File: config.mk
export PLATFORM = sky130hd
export DESIGN_NAME = interval_timer_three_channel_unit_flat
export DESIGN_NICKNAME = d
export VERILOG_FILES = /design/src/hdl/pit_pkg.sv /design/src/hdl/pit_if.sv /design/src/hdl/pit_chan.sv /design/src/hdl/interval_timer_three_channel_unit.sv /design/src/flat_wrapper.sv
export SDC_FILE = /design/constraint.sdc
export NUM_CORES = 1
export LEC_CHECK = 0
export BUFFER_PORTS_ARGS = -buffer_cell sky130_fd_sc_hd__buf_2
export CAP_MARGIN = 20
export CORE_UTILIZATION = 30
export DETAILED_ROUTE_END_ITERATION = 8
export GPL_ROUTABILITY_DRIVEN = 0
export GPL_TIMING_DRIVEN = 0
export PLACE_DENSITY = 0.45
export SLEW_MARGIN = 0
export SYNTH_ARGS = -nofsm -noshare
export SYNTH_HDL_FRONTEND = slang
export SYNTH_HIERARCHICAL = 1
export SYNTH_SLANG_ARGS = --single-unit
File: constraint.sdc
create_clock -name clk -period 11.3 [get_ports clk]
set_clock_uncertainty 0.15 [all_clocks]
set_input_delay 0.565 -clock clk [delete_from_list [all_inputs] [get_ports clk]]
set_output_delay 0.565 -clock clk [all_outputs]
set_load 0.02 [all_outputs]
File: src/hdl/pit_pkg.sv
package pit_pkg;

    // Number of channel slots the decode logic is built for.
    localparam int MAX_CHANNELS = 3;

    // Request type codes.
    localparam logic [2:0] REQ_READ  = 3'd0;
    localparam logic [2:0] REQ_WRITE = 3'd1;
    localparam logic [2:0] REQ_FETCH = 3'd2;
    localparam logic [2:0] REQ_TICK  = 3'd3;
    localparam logic [2:0] REQ_GATE  = 3'd4;

    // Status codes.
    localparam logic [1:0] STAT_OK          = 2'd0;
    localparam logic [1:0] STAT_UNSUPPORTED = 2'd1;
    localparam logic [1:0] STAT_NOT_PROG    = 2'd2;
    localparam logic [1:0] STAT_INVALID     = 2'd3;

    // Access mode codes of the control word.
    localparam logic [1:0] AM_LATCH = 2'd0;
    localparam logic [1:0] AM_LOW   = 2'd1;
    localparam logic [1:0] AM_HIGH  = 2'd2;
    localparam logic [1:0] AM_BOTH  = 2'd3;

    // Counting modes with special handling.
    localparam logic [2:0] MODE_ONE_SHOT = 3'd0;
    localparam logic [2:0] MODE_RATE     = 3'd2;
    localparam logic [2:0] MODE_SQUARE   = 3'd3;
    localparam logic [2:0] MODE_LAST     = 3'd5;

    // Port offset of the control register and the bus access size.
    localparam logic [1:0] CTRL_PORT = 2'd3;
    localparam logic [3:0] BYTE_SIZE = 4'd1;

    // A load of zero counts the full 16-bit range.
    localparam logic [16:0] FULL_COUNT = 17'h10000;

    localparam logic [15:0] IO_BASE_RESET = 16'd64;

    typedef struct packed {
        logic [2:0]  req_type;
        logic [15:0] address;
        logic [3:0]  access_size;
        logic [7:0]  write_data;
        logic [1:0]  gate_channel;
        logic        gate_level;
    } pit_req_t;

    typedef struct packed {
        logic [7:0] read_data;
        logic [1:0] status;
        logic [2:0] out_levels;
        logic [2:0] pulse_mask;
    } pit_rsp_t;

    // Command from the decoder to one channel; at most one strobe except tick.
    typedef struct packed {
        logic       rd;
        logic       wr;
        logic       ctrl;
        logic       tick;
        logic       gate;
        logic [7:0] data;
        logic       gate_level;
    } pit_chan_cmd_t;

    // Per-channel reply; level is the output after this step.
    typedef struct packed {
        logic [7:0] rdata;
        logic [1:0] status;
        logic       pulse;
        logic       level;
    } pit_chan_rsp_t;

endpackage

File: src/hdl/pit_if.sv
// Request channel.
interface pit_req_if;
    logic        valid;
    logic        ready;
    logic [2:0]  req_type;
    logic [15:0] address;
    logic [3:0]  access_size;
    logic [7:0]  write_data;
    logic [1:0]  gate_channel;
    logic        gate_level;

    modport source (output valid, output req_type, output address, output access_size,
                    output write_data, output gate_channel, output gate_level,
                    input ready);
    modport sink (input valid, input req_type, input address, input access_size,
                  input write_data, input gate_channel, input gate_level,
                  output ready);
endinterface

// Result channel.
interface pit_rsp_if;
    logic       valid;
    logic       ready;
    logic [7:0] read_data;
    logic [1:0] status;
    logic [2:0] out_levels;
    logic [2:0] pulse_mask;

    modport source (output valid, output read_data, output status, output out_levels,
                    output pulse_mask, input ready);
    modport sink (input valid, input read_data, input status, input out_levels,
                  input pulse_mask, output ready);
endinterface

// Configuration write channel for the base address.
interface pit_cfg_if;
    logic        valid;
    logic        ready;
    logic [15:0] data;

    modport source (output valid, output data, input ready);
    modport sink (input valid, input data, output ready);
endinterface

File: src/hdl/pit_chan.sv
module pit_chan (
    input  logic                   clk,
    input  logic                   rst_n,
    input  pit_pkg::pit_chan_cmd_t cmd,
    output pit_pkg::pit_chan_rsp_t rsp
);

    logic [16:0] reload_reg, reload_next;
    logic [16:0] count_reg, count_next;
    logic [2:0]  mode_reg, mode_next;
    logic [1:0]  am_reg, am_next;
    logic        hbe_reg, hbe_next;
    logic        toggle_reg, toggle_next;
    logic [7:0]  held_reg, held_next;
    logic [15:0] latched_reg, latched_next;
    logic [1:0]  left_reg, left_next;
    logic        low_first_reg, low_first_next;
    logic        gate_reg, gate_next;
    logic        out_reg, out_next;

    logic        do_start;
    logic [15:0] load_val;
    logic [16:0] start_val;
    logic [2:0]  mode_sel;
    logic [1:0]  rw_sel;

    // Next state of the channel for the one command of this step.
    always_comb
    begin
        reload_next    = reload_reg;
        count_next     = count_reg;
        mode_next      = mode_reg;
        am_next        = am_reg;
        hbe_next       = hbe_reg;
        toggle_next    = toggle_reg;
        held_next      = held_reg;
        latched_next   = latched_reg;
        left_next      = left_reg;
        low_first_next = low_first_reg;
        gate_next      = gate_reg;
        out_next       = out_reg;
        rsp            = '0;
        do_start       = 1'b0;
        load_val       = 16'd0;
        rw_sel         = cmd.data[5:4];
        mode_sel       = cmd.data[3:1];
        if (mode_sel > pit_pkg::MODE_LAST)
        begin
            mode_sel = {1'b0, mode_sel[1:0]};
        end

        // Count load through the selected access mode.
        if (cmd.wr)
        begin
            case (am_reg)
                pit_pkg::AM_LOW:
                begin
                    do_start = 1'b1;
                    load_val = {8'd0, cmd.data};
                end
                pit_pkg::AM_HIGH:
                begin
                    do_start = 1'b1;
                    load_val = {cmd.data, 8'd0};
                end
                pit_pkg::AM_BOTH:
                begin
                    if (hbe_reg)
                    begin
                        do_start = 1'b1;
                        load_val = {cmd.data, held_reg};
                        hbe_next = 1'b0;
                    end
                    else
                    begin
                        held_next = cmd.data;
                        hbe_next  = 1'b1;
                    end
                end
                default:
                begin
                    rsp.status = pit_pkg::STAT_NOT_PROG;
                end
            endcase
        end

        // Starting a count reloads both counters and sets the output high, or low in one-shot mode.
        start_val = (load_val == 16'd0) ? pit_pkg::FULL_COUNT : {1'b0, load_val};
        if (do_start)
        begin
            reload_next = start_val;
            count_next  = start_val;
            out_next    = (mode_reg != pit_pkg::MODE_ONE_SHOT);
        end

        // Byte read of the latched or live count.
        if (cmd.rd)
        begin
            if (left_reg != 2'd0)
            begin
                left_next = left_reg - 2'd1;
                case (am_reg)
                    pit_pkg::AM_HIGH:
                    begin
                        rsp.rdata = latched_reg[15:8];
                    end
                    pit_pkg::AM_BOTH:
                    begin
                        rsp.rdata      = low_first_reg ? latched_reg[7:0] : latched_reg[15:8];
                        low_first_next = ~low_first_reg;
                    end
                    default:
                    begin
                        rsp.rdata = latched_reg[7:0];
                    end
                endcase
            end
            else
            begin
                case (am_reg)
                    pit_pkg::AM_HIGH:
                    begin
                        rsp.rdata = count_reg[15:8];
                    end
                    pit_pkg::AM_BOTH:
                    begin
                        toggle_next = ~toggle_reg;
                        rsp.rdata   = toggle_reg ? count_reg[15:8] : count_reg[7:0];
                    end
                    default:
                    begin
                        rsp.rdata = count_reg[7:0];
                    end
                endcase
            end
        end

        // Control word: latch command or access and mode setup.
        if (cmd.ctrl)
        begin
            if (rw_sel == pit_pkg::AM_LATCH)
            begin
                if (left_reg == 2'd0)
                begin
                    latched_next   = count_reg[15:0];
                    left_next      = (am_reg == pit_pkg::AM_BOTH) ? 2'd2 : 2'd1;
                    low_first_next = 1'b1;
                end
            end
            else
            begin
                am_next   = rw_sel;
                mode_next = mode_sel;
                if (cmd.data[0] || !(mode_sel inside {pit_pkg::MODE_ONE_SHOT,
                                                      pit_pkg::MODE_RATE,
                                                      pit_pkg::MODE_SQUARE}))
                begin
                    rsp.status = pit_pkg::STAT_UNSUPPORTED;
                end
                else
                begin
                    hbe_next    = 1'b0;
                    toggle_next = 1'b0;
                    left_next   = 2'd0;
                end
            end
        end

        // One clock tick while the gate is high and the count is nonzero: decrement, and handle expiry per mode.
        if (cmd.tick && gate_reg && (count_reg != 17'd0))
        begin
            if (count_reg == 17'd1)
            begin
                if (mode_reg == pit_pkg::MODE_ONE_SHOT)
                begin
                    count_next = 17'd0;
                    out_next   = 1'b1;
                end
                else
                begin
                    count_next = reload_reg;
                    if (mode_reg == pit_pkg::MODE_SQUARE)
                    begin
                        out_next = ~out_reg;
                    end
                    else
                    begin
                        rsp.pulse = out_reg;
                        out_next  = 1'b1;
                    end
                end
            end
            else
            begin
                count_next = count_reg - 17'd1;
            end
        end

        if (cmd.gate)
        begin
            gate_next = cmd.gate_level;
        end

        rsp.level = out_next;
    end

    // Channel state registers.
    always_ff @(posedge clk or negedge rst_n)
    begin
        if (!rst_n)
        begin
            reload_reg    <= '0;
            count_reg     <= '0;
            mode_reg      <= '0;
            am_reg        <= pit_pkg::AM_LATCH;
            hbe_reg       <= 1'b0;
            toggle_reg    <= 1'b0;
            held_reg      <= '0;
            latched_reg   <= '0;
            left_reg      <= '0;
            low_first_reg <= 1'b0;
            gate_reg      <= 1'b1;
            out_reg       <= 1'b1;
        end
        else
        begin
            reload_reg    <= reload_next;
            count_reg     <= count_next;
            mode_reg      <= mode_next;
            am_reg        <= am_next;
            hbe_reg       <= hbe_next;
            toggle_reg    <= toggle_next;
            held_reg      <= held_next;
            latched_reg   <= latched_next;
            left_reg      <= left_next;
            low_first_reg <= low_first_next;
            gate_reg      <= gate_next;
            out_reg       <= out_next;
        end
    end

endmodule

File: src/hdl/interval_timer_three_channel_unit.sv
// Path: a request is registered in the input register, decoded, applied as one counter step in
// the channels, and its result is registered in the result register, which takes it while that
// register is free or draining.
// Throughput: one request per cycle while results are taken; a stalled result leaves the next
// request in the input register, and the input stops until the result transfers.
// Reset (rst_n low, asynchronous) clears all channels to unprogrammed and idle, gates on, outputs high, base 64.
module interval_timer_three_channel_unit #(
    parameter int CHANNEL_COUNT = 3
) (
    input logic        clk,
    input logic        rst_n,
    pit_req_if.sink    req,
    pit_rsp_if.source  rsp,
    pit_cfg_if.sink    cfg
);

    localparam logic [2:0] CH_LIMIT = 3'(CHANNEL_COUNT);

    logic              in_valid_reg;
    pit_pkg::pit_req_t in_item_reg;
    logic              out_valid_reg;
    pit_pkg::pit_rsp_t out_item_reg, out_item_next;
    logic [15:0]       io_base_reg;
    logic              fire;

    logic [15:0]       port;
    logic [1:0]        pch;
    logic [1:0]        cch;
    logic [1:0]        top_status;

    pit_pkg::pit_chan_cmd_t cmd [pit_pkg::MAX_CHANNELS];
    pit_pkg::pit_chan_rsp_t crsp [pit_pkg::MAX_CHANNELS];

    // Process the held request when the result register is free or draining.
    assign fire      = in_valid_reg && (!out_valid_reg || rsp.ready);
    assign req.ready = !in_valid_reg || fire;
    assign cfg.ready = 1'b1;

    // Base address register, written through the configuration channel.
    always_ff @(posedge clk or negedge rst_n)
    begin
        if (!rst_n)
        begin
            io_base_reg <= pit_pkg::IO_BASE_RESET;
        end
        else if (cfg.valid)
        begin
            io_base_reg <= cfg.data;
        end
    end

    // Input register valid flag.
    always_ff @(posedge clk or negedge rst_n)
    begin
        if (!rst_n)
        begin
            in_valid_reg <= 1'b0;
        end
        else if (req.valid && req.ready)
        begin
            in_valid_reg <= 1'b1;
        end
        else if (fire)
        begin
            in_valid_reg <= 1'b0;
        end
    end

    // Input register payload.
    always_ff @(posedge clk)
    begin
        if (req.valid && req.ready)
        begin
            in_item_reg.req_type     <= req.req_type;
            in_item_reg.address      <= req.address;
            in_item_reg.access_size  <= req.access_size;
            in_item_reg.write_data   <= req.write_data;
            in_item_reg.gate_channel <= req.gate_channel;
            in_item_reg.gate_level   <= req.gate_level;
        end
    end

    // Decode the request into per-channel commands.
    assign port = in_item_reg.address - io_base_reg;
    assign pch  = port[1:0];
    assign cch  = in_item_reg.write_data[7:6];

    always_comb
    begin
        for (int i = 0; i < pit_pkg::MAX_CHANNELS; i++)
        begin
            cmd[i]            = '0;
            cmd[i].data       = in_item_reg.write_data;
            cmd[i].gate_level = in_item_reg.gate_level;
        end
        top_status = pit_pkg::STAT_OK;
        if (fire)
        begin
            case (in_item_reg.req_type)
                pit_pkg::REQ_READ, pit_pkg::REQ_WRITE, pit_pkg::REQ_FETCH:
                begin
                    if (in_item_reg.access_size != pit_pkg::BYTE_SIZE ||
                        in_item_reg.req_type == pit_pkg::REQ_FETCH ||
                        port[15:2] != 14'd0)
                    begin
                        top_status = pit_pkg::STAT_UNSUPPORTED;
                    end
                    else if (in_item_reg.req_type == pit_pkg::REQ_READ)
                    begin
                        if ({1'b0, pch} >= CH_LIMIT)
                        begin
                            top_status = pit_pkg::STAT_UNSUPPORTED;
                        end
                        else
                        begin
                            cmd[pch].rd = 1'b1;
                        end
                    end
                    else if (pch == pit_pkg::CTRL_PORT)
                    begin
                        if ({1'b0, cch} >= CH_LIMIT)
                        begin
                            top_status = pit_pkg::STAT_UNSUPPORTED;
                        end
                        else
                        begin
                            cmd[cch].ctrl = 1'b1;
                        end
                    end
                    else if ({1'b0, pch} >= CH_LIMIT)
                    begin
                        top_status = pit_pkg::STAT_UNSUPPORTED;
                    end
                    else
                    begin
                        cmd[pch].wr = 1'b1;
                    end
                end
                pit_pkg::REQ_TICK:
                begin
                    for (int i = 0; i < pit_pkg::MAX_CHANNELS; i++)
                    begin
                        cmd[i].tick = 1'b1;
                    end
                end
                pit_pkg::REQ_GATE:
                begin
                    if ({1'b0, in_item_reg.gate_channel} >= CH_LIMIT)
                    begin
                        top_status = pit_pkg::STAT_INVALID;
                    end
                    else
                    begin
                        cmd[in_item_reg.gate_channel].gate = 1'b1;
                    end
                end
                default:
                begin
                    top_status = pit_pkg::STAT_UNSUPPORTED;
                end
            endcase
        end
    end

    // Channel slots; slots past the configured count read as idle and low.
    for (genvar g = 0; g < pit_pkg::MAX_CHANNELS; g++)
    begin : g_chan
        if (g < CHANNEL_COUNT)
        begin : g_used
            pit_chan u_chan (
                .clk   (clk),
                .rst_n (rst_n),
                .cmd   (cmd[g]),
                .rsp   (crsp[g])
            );
        end
        else
        begin : g_unused
            assign crsp[g] = '0;
        end
    end

    // Merge the channel replies into one result.
    always_comb
    begin
        out_item_next        = '0;
        out_item_next.status = top_status;
        for (int i = 0; i < pit_pkg::MAX_CHANNELS; i++)
        begin
            out_item_next.read_data     = out_item_next.read_data | crsp[i].rdata;
            out_item_next.status        = out_item_next.status | crsp[i].status;
            out_item_next.out_levels[i] = crsp[i].level;
            out_item_next.pulse_mask[i] = crsp[i].pulse;
        end
    end

    // Result register valid flag.
    always_ff @(posedge clk or negedge rst_n)
    begin
        if (!rst_n)
        begin
            out_valid_reg <= 1'b0;
        end
        else if (fire)
        begin
            out_valid_reg <= 1'b1;
        end
        else if (rsp.ready)
        begin
            out_valid_reg <= 1'b0;
        end
    end

    // Result register payload.
    always_ff @(posedge clk)
    begin
        if (fire)
        begin
            out_item_reg <= out_item_next;
        end
    end

    assign rsp.valid      = out_valid_reg;
    assign rsp.read_data  = out_item_reg.read_data;
    assign rsp.status     = out_item_reg.status;
    assign rsp.out_levels = out_item_reg.out_levels;
    assign rsp.pulse_mask = out_item_reg.pulse_mask;

endmodule

File: src/flat_wrapper.sv
// flat-port wrapper written by rule: the top's interface ports become plain ports
module interval_timer_three_channel_unit_flat 
#(
    parameter int CHANNEL_COUNT = 3
)
  (clk, rst_n, req_valid, req_req_type, req_address, req_access_size, req_write_data, req_gate_channel, req_gate_level, req_ready, rsp_valid, rsp_read_data, rsp_status, rsp_out_levels, rsp_pulse_mask, rsp_ready, cfg_valid, cfg_data, cfg_ready);
  pit_req_if req_i ();
  pit_rsp_if rsp_i ();
  pit_cfg_if cfg_i ();
  input logic clk;
  input logic rst_n;
  input wire logic [$bits(req_i.valid)-1:0] req_valid;
  input wire logic [$bits(req_i.req_type)-1:0] req_req_type;
  input wire logic [$bits(req_i.address)-1:0] req_address;
  input wire logic [$bits(req_i.access_size)-1:0] req_access_size;
  input wire logic [$bits(req_i.write_data)-1:0] req_write_data;
  input wire logic [$bits(req_i.gate_channel)-1:0] req_gate_channel;
  input wire logic [$bits(req_i.gate_level)-1:0] req_gate_level;
  output wire logic [$bits(req_i.ready)-1:0] req_ready;
  output wire logic [$bits(rsp_i.valid)-1:0] rsp_valid;
  output wire logic [$bits(rsp_i.read_data)-1:0] rsp_read_data;
  output wire logic [$bits(rsp_i.status)-1:0] rsp_status;
  output wire logic [$bits(rsp_i.out_levels)-1:0] rsp_out_levels;
  output wire logic [$bits(rsp_i.pulse_mask)-1:0] rsp_pulse_mask;
  input wire logic [$bits(rsp_i.ready)-1:0] rsp_ready;
  input wire logic [$bits(cfg_i.valid)-1:0] cfg_valid;
  input wire logic [$bits(cfg_i.data)-1:0] cfg_data;
  output wire logic [$bits(cfg_i.ready)-1:0] cfg_ready;
  assign req_i.valid = req_valid;
  assign req_i.req_type = req_req_type;
  assign req_i.address = req_address;
  assign req_i.access_size = req_access_size;
  assign req_i.write_data = req_write_data;
  assign req_i.gate_channel = req_gate_channel;
  assign req_i.gate_level = req_gate_level;
  assign req_ready = req_i.ready;
  assign rsp_valid = rsp_i.valid;
  assign rsp_read_data = rsp_i.read_data;
  assign rsp_status = rsp_i.status;
  assign rsp_out_levels = rsp_i.out_levels;
  assign rsp_pulse_mask = rsp_i.pulse_mask;
  assign rsp_i.ready = rsp_ready;
  assign cfg_i.valid = cfg_valid;
  assign cfg_i.data = cfg_data;
  assign cfg_ready = cfg_i.ready;
  interval_timer_three_channel_unit #(.CHANNEL_COUNT(CHANNEL_COUNT)) u_core (.clk(clk), .rst_n(rst_n), .req(req_i), .rsp(rsp_i), .cfg(cfg_i));
endmodule
==> results.md <==
* Final #Nets at roughly 1800
* Via count at approximately 13000
* GRT met2 Usage at around 28%
* Final Hold Violating Endpoints at 0
* Synth Register Bits at 278
* Status: completed
* Antenna violations before repair at 8
* Fmax at ~0.19 GHz
* Global route hottest layer: met2
* Clk sinks at about 280
* Largest net degree at the start of global routing at between 100 and 150
* Vias in the first global route at 13035
* Die Area at approximately 0.052 mm²
* Slew HR at around two fifths
* Slew of the pin with the lowest slew margin at a little over 900 ps
* Synth async-reset ratio at 82.0%
* Post-Synthesis Mean Instance Area at 9.71 µm²
* H-tree depth at 2
* Met1 Track Usage GR at roughly a quarter
* Post-route clock period utilization at roughly 48%
* Drt drc at 0
* Post-synth EDFFs at 50
* Final-report max-slew violation count at 0
* Final std cells w/o fill at 2409
* Crit. Startpoint: u_core/io_base_reg[0]
* DP Cell Count at between 2000 and 2500
* Initial drt markers at approximately 940
* IO Count at 74
* Global route overflow at 0
* Post-route ant nets at 0
* Routed len/inst at about 20 µm
* CP Launch Type: flip-flop
* Flop pwr share at 39.9%
* Setup-failing EPs final at 0
* R2R depth at 17
* Fin util at 35.6%
* WHS at between 40 and 50 ps
* Clock Latency Late Sink at ~540 ps
* Bufs on Longest Clock Path at 3
* Die W at between 200 and 250 µm
* Rows at 82
* Max-Cap Viols at 0
* P per Cell Area at around 160 mW/mm²
* FF-to-FF End: u_core/g_chan[1].g_used.u_chan/count_reg[13]
* Sw Ratio at between 30% and 40%
* Port Buffers at 71
* CP Capture Point: u_core/g_chan[1].g_used.u_chan/count_reg[13]
* CTS root buffer: clkbuf_16
* Peak supply drop at 0.116 mV
* Synthesized area at between 0.015 and 0.02 mm²
* Syn Inst Count at 1594
* Sequential share of the synthesized area at between 40% and 50%
* Comb pwr share at between 20% and 30%
* Starting Density at a little under a third
* Unrepaired setup endpoints after global routing: false
* First-pass GRT wire length at about 76000 µm
* Critical path peak fanout at 10
* NetSw at approximately 900 µW
* Pleak at 8.30 nW
* Worst r2r src: u_core/io_base_reg[0]
* Warnings from Yosys at 6
* Final WL at slightly below 50000 µm
* Area share of the largest cell type after synthesis at about 36%
* Mapped Nets at ~1700
* Reg-to-reg setup timing slack at 5910 ps
* Worst hold path class: in2reg
* Setup TNS at 0 ps
* TritonRoute pass-1 iters at 5
* Die height at approximately 230 µm
* Crit end category: flip-flop
* CTS tree: done
* Area grow syn2layout at 16.1%
* Vias per cell at roughly 5.4
* Post-CTS Hold Buffers at 3
* Routing usage on met3 at under 10%
* Post-DP HPWL at ~34000 µm
* CTS buffer count at 35
* Clock Power Share at ~39%
* Layout cells sized above 1 at roughly 14%
* CORE AREA at roughly 0.050 mm²
* Yosys top cell by area: dfrtp_1
* Count of different cell masters after synthesis at ~90
* Gr usage total at about 18%
* Clock Pin Slew Worst Setup and Hold Paths at around 60 ps
* Worst EP required at about 12000 ps
* Tmin final at around 5400 ps
* Int Power at ~2.0 mW
* Crit path arrival time at about 5700 ps
* Postcts setup bufs at 0
* Critical path type: reg2reg
* # resized after CTS at 0
* Top post-synthesis cells by area: dfrtp_1 (36%), edfxtp_1 (9.7%), nand2_1 (5.8%), a221oi_1 (3.7%), ha_1 (3.3%)
* Main synth FF type: dfrtp_1
through the flow:
step | worst slack, ps | area [µm²] | total power, mW
finish | 5910 | 18000 | 2.88
global placement | 5000 | 16700 | 1.78
CTS | 5780 | 17900 | 2.92
global route | 5560 | 18000 | 3.03
detailed placement | 5810 | 16800 | 1.78
floorplan | 7030 | 15500 | 1.59
cell type report:
type / count / area (µm²)
multi-input combinational: 1158 / 7530
sequential: 278 / 7220
buffer: 111 / 556
tap: 672 / 841
fill: 5207 / 32500
clock inverter: 8 / 63.8
inverter: 47 / 176
clock buffer: 53 / 1070
antenna: 1 / 2.50
timing repair buffer: 81 / 514
metal layers:
layer / part of all wire, % / routed length [µm]
met5: 0.027 / 13
met4: 2.7 / 1310
met3: 5.3 / 2540
met2: 44 / 21300
met1: 48 / 23000
worst max-delay path, stage by stage (launching register included):
cell	delay [ps]
dfrtp_1	380
ha_1	210
fa_1	410
nor2b_1	160
o31a_2	200
nor2_1	60
a2111oi_0	380
o2111ai_1	200
nor4_2	450
nand4b_1	330
nor2_1	440
nand2b_1	170
or2_2	300
clkbuf_1	220
nor2_1	530
buf_2	350
nand2_1	150
o221ai_1	200
cell usage in the layout, fill, tap and decap left out, drive strengths merged, types with 10 or more instances in the layout:
cell type	Yosys	layout
buf	35	113
a21o	51	51
nor2	102	102
a311oi	11	11
nand2b	12	12
a221oi	68	68
a22o	22	22
xnor2	23	23
ha	41	41
nor4	32	32
mux2i	12	12
mux2	40	40
a211oi	29	29
xor2	17	17
or3	17	17
edfxtp	50	50
clkbuf	76	129
nand4	15	15
o21ai	54	54
a21oi	65	65
nor3	56	56
inv	44	44
a22oi	31	31
nand3	44	44
dfrtp	221	221
clkinv	3	10
a31oi	44	44
nand2	238	238
synthesized netlist by cell type, drive strengths merged (12+ instances only):
master	n
nand2b	12
buf	35
edfxtp	50
a22o	22
nand4	15
a21oi	65
mux2i	12
mux2	40
xor2	17
dfrtp	221
clkbuf	76
nor2	102
xnor2	23
a22oi	31
a31oi	44
o21ai	54
a21o	51
nand2	238
nand3	44
inv	44
nor3	56
nor4	32
a211oi	29
ha	41
a221oi	68
or3	17
cells by family after synthesis:
kind of cell               count (synthesis)  share of synthesized area [%]
and+or+nand+nor                          591                           19.1
AOI/OAI and AO/OA                        432                           20.2
DFF                                      278                           46.6
buffers and inverters                    158                           4.70
muxes                                     52                           3.69
adders and majority gates                 42                           3.44
xor gates and xnor gates                  40                           2.26
other                                      1                         0.0242
power by group through the flow:
stage               registers (mW)  clock network [mW]  logic [mW]
floorplan                     1.15                   0       0.446
global placement              1.17                   0       0.608
detailed placement            1.17                   0       0.615
CTS                           1.15                1.15       0.619
global route                  1.16                1.18       0.690
finish                        1.15                1.11       0.623
how the worst min path moves through the flow:
stage | start | end | slack (ps) | cells after the start
finish | req_address[11] | u_core/in_item_reg[26] | 40 | 1
global route | req_address[11] | u_core/in_item_reg[26] | 10 | 1
CTS | req_address[11] | u_core/in_item_reg[26] | 0.9 | 1
detailed placement | u_core/g_chan[1].g_used.u_chan/latched_reg[4] | u_core/g_chan[1].g_used.u_chan/latched_reg[4] | 310 | 2
global placement | u_core/g_chan[2].g_used.u_chan/reload_reg[14] | u_core/g_chan[2].g_used.u_chan/reload_reg[14] | 300 | 2
floorplan | rst_n | u_core/g_chan[0].g_used.u_chan/am_reg[0] | 120 | 0
No activity file was read; power rests on OpenSTA's default activity.
